**config.mk**
```make
export PLATFORM = sky130hd
export DESIGN_NAME = tlpt_ctrl
export DESIGN_NICKNAME = d
export VERILOG_FILES = /design/src/rtl/tlpt_pkg.sv /design/src/rtl/tlpt_ctrl.sv
export SDC_FILE = /design/constraint.sdc
export NUM_CORES = 1
export LEC_CHECK = 0
export ABC_AREA = 0
export BUFFER_PORTS_ARGS = -buffer_cell sky130_fd_sc_hd__buf_2
export CAP_MARGIN = 0
export CORE_AREA = 2 2 39 41
export CTS_BUF_LIST = sky130_fd_sc_hd__clkbuf_2
export CTS_CLUSTER_SIZE = 30
export DETAILED_ROUTE_END_ITERATION = 16
export DIE_AREA = 0 0 41 43
export GPL_TIMING_DRIVEN = 1
export MAX_ROUTING_LAYER = met4
export PLACE_DENSITY = 0.5
export SETUP_SLACK_MARGIN = 0.5
export SKIP_LAST_GASP = 1
export SYNTH_ARGS = -nofsm -noshare
export SYNTH_HDL_FRONTEND = slang
export SYNTH_SLANG_ARGS = --single-unit
```
**constraint.sdc**
```tcl
create_clock -name clk -period 1.4 [get_ports clk]
set_clock_uncertainty 0.15 [all_clocks]
set_input_delay 0.21 -clock clk [delete_from_list [all_inputs] [get_ports clk]]
set_output_delay 0.21 -clock clk [all_outputs]
set_load 0.02 [all_outputs]
```
**src/rtl/tlpt_pkg.sv**
```systemverilog
`default_nettype none
// ----------------------------------------------------------------------------
// tlpt_pkg
// shared codes, widths and controller/datapath interface types for the
// two-level page table engine
// ----------------------------------------------------------------------------
package tlpt_pkg;

	localparam int NUM_TABLES_DEF = 16;

	// address split of a 32-bit virtual address
	localparam int VA_W       = 32;
	localparam int PAGE_OFS_W = 12;
	localparam int TBL_IDX_W  = 10;
	localparam int DIR_IDX_W  = 10;
	localparam int VPN_W      = VA_W - PAGE_OFS_W;
	localparam int DIR_DEPTH  = 1 << DIR_IDX_W;
	localparam int TBL_DEPTH  = 1 << TBL_IDX_W;

	// stream widths
	localparam int IN_DATA_W  = 80;
	localparam int OUT_DATA_W = 56;
	localparam int ACT_W      = 2;
	localparam int STAT_W     = 2;

	localparam logic [ACT_W-1:0] ACT_MAP    = 2'd0;
	localparam logic [ACT_W-1:0] ACT_UNMAP  = 2'd1;
	localparam logic [ACT_W-1:0] ACT_LOOKUP = 2'd2;

	localparam logic [STAT_W-1:0] ST_OK    = 2'd0;
	localparam logic [STAT_W-1:0] ST_NOMAP = 2'd1;
	localparam logic [STAT_W-1:0] ST_FULL  = 2'd2;

	// what the datapath loads into the output register
	typedef enum logic [2:0] {
		RES_DONE_INV,
		RES_NOMAP,
		RES_FULL,
		RES_LOOKUP,
		RES_ZERO
	} res_kind_t;

	typedef struct packed {
		logic      clr;
		logic      cap;
		logic      alloc;
		logic      tbl_wr;
		logic      tbl_rd;
		logic      res_load;
		res_kind_t res_kind;
	} dp_cmd_t;

	typedef struct packed {
		logic             clr_last;
		logic             dir_hit;
		logic             pool_full;
		logic             out_free;
		logic [ACT_W-1:0] act;
	} dp_stat_t;

endpackage
`default_nettype wire

```
**src/rtl/tlpt_ctrl.sv**
```systemverilog
`default_nettype none
// ----------------------------------------------------------------------------
// tlpt_ctrl
// request sequencer: clearing pass, directory step, table read step
// ----------------------------------------------------------------------------
module tlpt_ctrl (
	input  wire              clk,
	input  wire              arst_n,
	input  wire              s_tvalid,
	output logic             s_tready,
	input  tlpt_pkg::dp_stat_t stat,
	output tlpt_pkg::dp_cmd_t  cmd
);
	import tlpt_pkg::*;

	typedef enum logic [1:0] {
		S_CLEAR,
		S_IDLE,
		S_DIR,
		S_TBL
	} state_t;

	state_t state_q;
	state_t state_d;

	always_comb begin
		cmd          = '0;
		cmd.res_kind = RES_ZERO;
		state_d      = state_q;
		s_tready     = 1'b0;
		case (state_q)
			S_CLEAR: begin
				cmd.clr = 1'b1;
				if (stat.clr_last) begin
					state_d = S_IDLE;
				end
			end
			S_IDLE: begin
				s_tready = 1'b1;
				if (s_tvalid) begin
					cmd.cap = 1'b1;
					state_d = S_DIR;
				end
			end
			S_DIR: begin
				if (stat.out_free) begin
					state_d      = S_IDLE;
					cmd.res_load = 1'b1;
					case (stat.act)
						ACT_MAP: begin
							if (stat.dir_hit) begin
								cmd.tbl_wr   = 1'b1;
								cmd.res_kind = RES_DONE_INV;
							end else if (stat.pool_full) begin
								cmd.res_kind = RES_FULL;
							end else begin
								cmd.alloc    = 1'b1;
								cmd.tbl_wr   = 1'b1;
								cmd.res_kind = RES_DONE_INV;
							end
						end
						ACT_UNMAP: begin
							if (stat.dir_hit) begin
								cmd.tbl_wr   = 1'b1;
								cmd.res_kind = RES_DONE_INV;
							end else begin
								cmd.res_kind = RES_NOMAP;
							end
						end
						ACT_LOOKUP: begin
							if (stat.dir_hit) begin
								// result waits for the table read
								cmd.res_load = 1'b0;
								cmd.tbl_rd   = 1'b1;
								state_d      = S_TBL;
							end else begin
								cmd.res_kind = RES_NOMAP;
							end
						end
						default: begin
							cmd.res_kind = RES_ZERO;
						end
					endcase
				end
			end
			S_TBL: begin
				if (stat.out_free) begin
					cmd.res_load = 1'b1;
					cmd.res_kind = RES_LOOKUP;
					state_d      = S_IDLE;
				end
			end
			default: begin
				state_d = S_IDLE;
			end
		endcase
	end

	always_ff @(posedge clk or negedge arst_n) begin
		if (!arst_n) begin
			state_q <= S_CLEAR;
		end else begin
			state_q <= state_d;
		end
	end

endmodule
`default_nettype wire

```
==> reports/metrics.yaml, run 1 <==
synthCells: 34
p_leak_uw: 0.000280
r2r_start: "state_q[0]"
peakVddDrop_mv: 0.825
crit_path_start_kind: "register"
antenna_found_initial: 0
synth_edf_count: 0
yosysTopAreaCell: "dfrtp_1"
rsz0062_at_grt: "yes"
finalCritPeriodShare_pct: 120
pwr-share-seq_pct: 11.5
clockBufferDepth: 2
syn-num-nets: 47
synthToLayoutAreaGrowth_pct: 116
drt_wl_total_um: 846
finalPower_uw: 1010
syn_area_um2: 282
outcome: "complete, but fails checks"
drtIter0Drc: 1
clk-insertion-delay-late_ns: 0.20
place_congestion: 0.611
die_h_um: 43
tightest_slew_ns: 0.254
drv_cap: 0
grt_overflow: 0
top_register: "state_q"
viasPerCell: 4.59
async_reset_ff_share_pct: 100
fmax_mhz: 596
violations: "setup timing"
fin_crit_ns: 1.68
crit_start: "state_q[0]"
final.setup.tns_ns: -2.31
ys_top_cells_by_count: "4 x ha_1, 4 x nor2_1, 3 x inv_1"
die_w_um: 41
top_regs: "state_q x2"
dieArea_mm2: 0.00176
fp.coreArea_mm2: 0.00138
min-delay-path-class: "in -> async"
start_util_pct: 20.3
ys_warn_count: 0
n_antenna_cell: 0
clkSinkCount: 2
setup_slack_ns: -0.279
grt_pass1_wl_mm: 1.37
grt_pass1_vias: 361
avgSynthCellArea_um2: 8.28
crit_required_ns: 1.04
maxSlewHeadroom_pct: 82.9
io_pins: 19
p_int_uw: 563
port_buffers: 18
path_class: "reg -> out"
finalHoldViolCount: 0
drive_gt1_share_pct: 71.4
synth-seq-cells: 2
ant_nets: 0
power.density_mw_per_mm2: 1660
cp_max_fo: 5
endpoint_kind: "output port"
drc: 0
largest_reg_flops: 2
power_frac_comb_pct: 79.0
yosysUniqueCellTypes: 20
place_inst: 72
place_hpwl_um: 622
synth.area.top_cells: "dfrtp_1 18%, ha_1 18%, mux2i_1 7.1%"
numCtsBuffers: 3
cts_tree: "done"
nets: 78
switching_power_uw: 447
final-setup-viol-count: 12
htreeDepth: 1
cts_root_buf: "clkbuf_2"
clk_pin_slew_ns: 0.03
drtPass1Iterations: 4
sw_frac_of_total_pct: 44.3
synth_flop_cell: "dfrtp_1"
drv_slew: 0
layout.cells.non_filler: 79
row_count: 14
vias: 363
ys_seq_area_share_pct: 17.8
grt_use_total_pct: 12.1
wl_per_cell_um: 10.7
yosysTopAreaCellShare_pct: 17.8
cp.arrival_ns: 1.32
grt_max_degree: 8
pwr-share-clk_pct: 9.5
==> worst max-delay path, cell delays in order (launching register included) <==
cell and delay, ns:
dfrtp_1 0.40, buf_4 0.15, buf_6 0.11, ha_4 0.16
and2_2 0.17, buf_6 0.13
==> area by class of cell <==
type / count / area (um^2)
clock buffer: 3 / 15.0
fill: 138 / 777
inverter: 3 / 11.3
multi-input combinational: 29 / 310
sequential: 2 / 50.0
tap: 16 / 20.0
timing repair buffer: 26 / 200
==> routing by layer <==
layer / global-route usage (%) / vias up / routed length, um
li1: - / 181 / -
met1: 12.3 / 161 / 340
met2: 19.1 / 19 / 412
met3: 1.57 / 2 / 77
met4: 10.0 / 0 / 15
met5: - / - / 0
==> logic make-up after synthesis <==
family	synth area share, %
AOI/OAI and AO/OA	16.4
muxes	7.11
buffers and inverters	4.00
DFF	17.8
and+or+nand+nor	33.8
adders and majority gates	17.8
xor gates and xnor gates	3.11
==> per-stage QoR <==
stage | area, um^2 | hold WS (ns) | utilization, % | setup slack [ns]
after floorplan | 354 | -0.236 | - | 0.0279
after global placement | 494 | -0.153 | 35.7 | -0.110
after detailed placement | 494 | -0.154 | 35.7 | -0.0883
after CTS | 592 | 0.158 | 42.8 | -0.281
after global routing | 607 | 0.164 | 43.9 | -0.350
final | 607 | 0.169 | 43.9 | -0.279
==> repair_timing <==
item / 4_1_cts / 5_1_grt
hold buffers: 1 / 0
hold endpoints to repair: 2 / 0
setup buffers: 2 / 1
endpoints found under the setup margin: 12 / 12
gates resized for setup: 16 / 2
pin swaps: 2 / 0
==> placed cells by master, fill, tap and decap left out, types with 2 or more instances in the layout <==
cell type / n
buf_2: 11
buf_4: 6
buf_6: 8
clkbuf_2: 3
dfrtp_1: 2
ha_4: 3
inv_2: 2
mux2i_1: 2
nand3b_1: 2
nor2_1: 2
nor2b_2: 2
==> worst paths after layout <==
path | end | slack [ns] | depth (start not counted)
hold reg to reg | state_q[1] | 0.60 | 3
setup / recovery | cmd[7] | -0.28 | 5
setup reg to reg | state_q[1] | -0.14 | 7
hold / removal | state_q[1] | 0.17 | 2
max in group asynchronous | state_q[0] | 0.84 | 2
min in group clk | state_q[0] | 0.25 | 3
==> power groups by stage <==
stage	registers, uW	clock network (uW)	logic [uW]
floorplan	114	0	435
CTS	115	101	760
global route	120	107	875
detailed placement	117	0	614
finish	116	95.6	798
global placement	118	0	614
Power figures use the tool's default switching activity.
==> run 2: changes to the inputs <==
--- a/config.mk
+++ b/config.mk
@@ -16,7 +16,7 @@
 export GPL_TIMING_DRIVEN = 1
 export MAX_ROUTING_LAYER = met4
 export PLACE_DENSITY = 0.5
-export SETUP_SLACK_MARGIN = 0.5
+export SETUP_SLACK_MARGIN = 0.15
 export SKIP_LAST_GASP = 1
 export SYNTH_ARGS = -nofsm -noshare
 export SYNTH_HDL_FRONTEND = slang
==> reports/metrics.yaml, run 2 (same netlist as run 1, synthesis figures left out) <==
outcome: "complete, but fails checks"
violations: "setup timing"
final-setup-viol-count: 12  # unchanged
power_frac_comb_pct: 80.8  # +1.8 points
numCtsBuffers: 3  # unchanged
die_h_um: 43  # unchanged
grt_use_total_pct: 11.6  # -0.41 points
dieArea_mm2: 0.00176  # unchanged
p_int_uw: 608  # +8.1%
finalPower_uw: 1060  # +5.2%
wl_per_cell_um: 10.4  # -2.9%
grt_pass1_wl_mm: 1.33  # -3.1%
n_antenna_cell: 0  # unchanged
row_count: 14  # unchanged
design_area_um2: 623  # +2.7%
maxSlewHeadroom_pct: 83.4  # +0.49 points
grt_pass1_vias: 343  # -5.0%
pwr-share-seq_pct: 10.9  # -0.6 points
htreeDepth: 1  # unchanged
setup_slack_ns: -0.255  # +0.0232 ns
final_cell_mix: "11 x buf_2, 10 x buf_6, 5 x buf_4"
grt_overflow: 0  # unchanged
rsz0062_at_grt: "yes"
io_pins: 19  # unchanged
cts_root_buf: "clkbuf_2"
drv_slew: 0  # unchanged
peakVddDrop_mv: 1.01  # +22%
cp.arrival_ns: 1.30  # -0.02 ns
viasPerCell: 4.56  # -0.71%
die_w_um: 41  # unchanged
whs_ns: 0.191  # +0.0219 ns
p_leak_uw: 0.000287  # +2.7%
drv_cap: 0  # unchanged
drtPass1Iterations: 1  # -3
drtIter0Drc: 0  # -1
pwr-share-clk_pct: 8.3  # -1.2 points
ant_nets: 0  # unchanged
top_regs: "state_q x2"
place_congestion: 0.557  # -8.7%
drc: 0  # unchanged
grt_max_degree: 8  # unchanged
endpoint_kind: "output port"
fp.coreArea_mm2: 0.00138  # unchanged
synthToLayoutAreaGrowth_pct: 121
clkSinkCount: 2  # unchanged
min-delay-path-class: "in -> async"
fin_crit_ns: 1.66  # -0.0232 ns
r2r_start: "state_q[0]"
sw_frac_of_total_pct: 42.7  # -1.5 points
cts_tree: "done"
drt_wl_total_um: 832  # -1.7%
ff2ff_path_depth: 7  # unchanged
clockBufferDepth: 2  # unchanged
largest_reg_flops: 2  # unchanged
finalHoldViolCount: 0  # unchanged
rrSetupSlack_ns: -0.11  # +0.03 ns
switching_power_uw: 453  # +1.5%
crit_required_ns: 1.04  # about the same
r2r-end: "state_q[0]"
place_hpwl_um: 605  # -2.8%
place_area_um2: 494  # unchanged
crit_start: "state_q[1]"
start_util_pct: 20.3  # unchanged
layout.cells.non_filler: 80  # +1.3%
tightest_slew_ns: 0.247  # -0.00736 ns
vias: 365  # +0.55%
fmax_mhz: 604  # +1.4%
clk_pin_slew_ns: 0.04  # about the same
antenna_found_initial: 0  # unchanged
top_register: "state_q"
final_common_cell: "buf_2"
crit_chain: "ha_4 -> nor3b_2 -> o21a_2 -> buf_6"
path_class: "reg -> out"
clk-insertion-delay-late_ns: 0.19  # about the same
drive_gt1_share_pct: 73.4  # +2.0 points
power.density_mw_per_mm2: 1700  # +2.4%
finalCritPeriodShare_pct: 118  # -1.7 points
nets: 79  # +1.3%
fin_util_pct: 45.0  # +1.2 points
cp_max_fo: 7  # +2
cp_slowest_cell: "dfrtp_1"
crit_path_start_kind: "register"
port_buffers: 18  # unchanged
max_stage_delay_ns: 0.42  # +0.02 ns
place_inst: 72  # unchanged
run 2: cell types whose count changed in the layout (fill, tap and decap cells not counted), sizes merged:
| cell | change |
|---|---|
| buf | +1 |
run 2: final cells by class:
type | instances | area (um^2)
inverter | 3 | 11.3
fill | 139 | 761
tap | 16 | 20.0
timing repair buffer | 27 | 215
clock buffer | 3 | 15.0
multi-input combinational | 29 | 312
sequential | 2 | 50.0
run 2: critical path, delay by kind of cell (launching register included):
| family | cells | cell delay, ns |
|---|---|---|
| flops | 1 | 0.42 |
| compound gates | 1 | 0.19 |
| fa+ha+maj | 1 | 0.21 |
| buf+inv | 1 | 0.12 |
| simple gates | 1 | 0.15 |
run 2: power by group through the flow:
stage / logic [uW] / registers (uW) / clock network (uW)
6_report: 858 / 116 / 87.7
2_1_floorplan: 435 / 114 / 0
3_5_place_dp: 620 / 118 / 0
4_1_cts: 791 / 117 / 92.1
3_3_place_gp: 619 / 117 / 0
5_1_grt: 932 / 121 / 100
run 2: layer usage:
metal | GRT usage (%) | wire [um] | vias up
met5 | - | 0 | -
met1 | 12.6 | 354 | 168
met2 | 17.5 | 423 | 14
met3 | 4.71 | 55 | 0
li1 | - | - | 183
met4 | 6.00 | 0 | 0
run 2: metrics by stage:
stage	TNS (ns)	setup WS (ns)
after floorplan	0	0.0279
after global placement	-0.370	-0.0889
after detailed placement	-0.365	-0.0810
after CTS	-2.13	-0.262
after global routing	-2.95	-0.311
final	-2.06	-0.255
run 2: what timing repair did:
item | in CTS | in global routing
pin swaps | 3 | 1
setup buffers | 3 | 1
endpoints found under the hold margin | 2 | 0
gates resized for setup | 17 | 5
setup endpoints to repair | 12 | 12
hold buffers | 1 | 0
run 2: how the worst max path moves through the flow:
| stage | endpoint | slack (ns) | cells past startpoint |
|---|---|---|---|
| 6_report | cmd[0] | -0.26 | 4 |
| 5_1_grt | cmd[6] | -0.31 | 5 |
| 4_1_cts | cmd[0] | -0.26 | 4 |
| 3_5_place_dp | cmd[0] | -0.08 | 5 |
| 3_3_place_gp | cmd[0] | -0.09 | 5 |
| 2_1_floorplan | cmd[0] | 0.03 | 4 |
==> run 3: changes to the inputs <==
==> constraint.sdc (replaced) <==
create_clock -name clk -period 1.5 [get_ports clk]
set_clock_uncertainty 0.15 [all_clocks]
set_input_delay 0.225 -clock clk [delete_from_list [all_inputs] [get_ports clk]]
set_output_delay 0.225 -clock clk [all_outputs]
set_load 0.02 [all_outputs]
==> reports/metrics.yaml, run 3 (same netlist as run 1, synthesis figures left out) <==
wl_per_cell_um: 10.3  # -1.0%
largest_reg_flops: 2  # unchanged
p_leak_uw: 0.000275  # -4.3%
place_congestion: 0.590  # +6.0%
row_count: 14  # unchanged
rsz0062_at_grt: "yes"
fillers: 141  # +1.4%
die_h_um: 43  # unchanged
whs_ns: 0.201  # +0.0109 ns
dieArea_mm2: 0.00176  # unchanged
port_buffers: 18  # unchanged
grt_max_degree: 8  # unchanged
ant_nets: 0  # unchanged
outcome: "complete, but fails checks"
place_hpwl_um: 617  # +2.1%
crit_required_ns: 1.12  # +0.08 ns
numCtsBuffers: 3  # unchanged
io_pins: 19  # unchanged
drv_slew: 0  # unchanged
finalPower_uw: 944  # -11%
grt_overflow: 0  # unchanged
max_stage_delay_ns: 0.38  # -0.04 ns
final-setup-viol-count: 12  # unchanged
grt_use_total_pct: 10.8  # -0.84 points
clockBufferDepth: 2  # unchanged
htreeDepth: 1  # unchanged
grt_pass1_vias: 330  # -3.8%
clk-insertion-delay-late_ns: 0.19  # about the same
drtIter0Drc: 2  # +2
switching_power_uw: 412  # -9.2%
top_regs: "state_q x2"
tightest_slew_ns: 0.229  # -0.0174 ns
drt_wl_total_um: 803  # -3.5%
nets: 77  # -2.5%
fin_crit_ns: 1.67
fp.coreArea_mm2: 0.00138  # unchanged
power.density_mw_per_mm2: 1570  # -8.1%
setup_slack_ns: -0.172  # +0.0832 ns
min-delay-path-class: "in -> async"
finalCritPeriodShare_pct: 111
crit_path_start_kind: "register"
drv_cap: 0  # unchanged
fmax_mhz: 598
clk_pin_slew_ns: 0.03  # about the same
pwr-share-seq_pct: 11.4  # +0.5 points
power_frac_comb_pct: 79.7  # -1.1 points
cp.arrival_ns: 1.30  # about the same
path_class: "reg -> out"
violations: "setup timing"
finalHoldViolCount: 0  # unchanged
pre_cts_slack_ns: -0.0112  # +0.0698 ns
maxSlewHeadroom_pct: 84.6  # +1.2 points
pwr-share-clk_pct: 8.8  # +0.5 points
crit_chain: "inv_2 -> ha_4 -> nor3b_2 -> o21a_2 -> buf_6"
drc: 0  # unchanged
sw_frac_of_total_pct: 43.6  # +0.87 points
cts_root_buf: "clkbuf_2"
p_int_uw: 533  # -12%
fin_util_pct: 43.6  # -1.4 points
drtPass1Iterations: 2  # +1
n_antenna_cell: 0  # unchanged
cp_max_fo: 7  # unchanged
die_w_um: 41  # unchanged
grt_pass1_wl_mm: 1.26  # -5.2%
peakVddDrop_mv: 0.920  # -8.7%
final_common_cell: "buf_2"
synthToLayoutAreaGrowth_pct: 114
cts_tree: "done"
endpoint_kind: "output port"
final_cell_mix: "11 x buf_2, 9 x buf_6, 4 x buf_4"
vias: 333  # -8.8%
top_register: "state_q"
cp_slowest_cell: "dfrtp_1"
start_util_pct: 20.3  # unchanged
viasPerCell: 4.27  # -6.4%
antenna_found_initial: 0  # unchanged
drive_gt1_share_pct: 71.0  # -2.5 points
clkSinkCount: 2  # unchanged
==> run 3: cell count changes in the layout (fill, tap and decap cells not counted), sizes merged <==
cell	previous run	this run
buf	26	24
==> run 3: per-layer routing <==
metal  share of wire, %  vias up  track usage [%]
li1                   -      178                -
met1                 42      141             12.9
met2                 48       14             15.6
met3                9.7        0             3.14
met4                  0        0             6.00
met5                  0        -                -
==> run 3: timing repair <==
item | CTS | global route
hold endpoints to repair | 2 | 0
pin swaps | 3 | 1
hold buffers | 1 | 0
resized for setup | 16 | 3
buffers inserted | 3 | 2
cloned | 0 | 0
endpoints found under the setup margin | 12 | 12
==> run 3: area by class of cell <==
cell class	instances	area (um^2)	area share (%)
Sequential cell	2	50.0	8.30
Timing Repair Buffer	25	196	32.6
Tap cell	16	20.0	3.32
Clock buffer	3	15.0	2.49
Inverter	3	11.3	1.87
Multi-Input combinational cell	29	310	51.5
==> run 3: power by group through the flow <==
stage / Clock [uW] / Combinational [uW] / Sequential [uW]
global placement: 0 / 539 / 110
finish: 83.5 / 753 / 108
detailed placement: 0 / 532 / 111
global route: 95.8 / 805 / 112
CTS: 91.8 / 688 / 107
floorplan: 0 / 407 / 107
==> run 3: worst max-delay path: cells and delay by family, from the launching register on <==
| family | cells | cell delay, ns |
|---|---|---|
| buf+inv | 2 | 0.19 |
| fa+ha+maj | 1 | 0.19 |
| flops | 1 | 0.38 |
| simple gates | 1 | 0.15 |
| compound gates | 1 | 0.20 |
==> run 3: path summary, 6_finish.rpt <==
kind / startpoint / slack [ns] / end / cells past startpoint
setup / recovery: state_q[0] / -0.17 / cmd[0] / 5
max in group asynchronous: arst_n / 0.90 / state_q[0] / 2
hold / removal: arst_n / 0.20 / state_q[1] / 2
hold reg to reg: state_q[1] / 0.61 / state_q[1] / 3
setup reg to reg: state_q[0] / -0.09 / state_q[0] / 8
min in group clk: stat[5] / 0.28 / state_q[1] / 3
==> run 3: metrics by stage <==
| stage | std cells | cell area (um^2) | setup TNS, ns |
|---|---|---|---|
| 2_1_floorplan | 34 | 354 | 0 |
| 3_3_place_gp | 69 | 472 | -0.0124 |
| 3_5_place_dp | 69 | 472 | -0.0112 |
| 4_1_cts | 76 | 577 | -1.06 |
| 5_1_grt | 78 | 603 | -2.18 |
| 6_report | 78 | 603 | -1.25 |
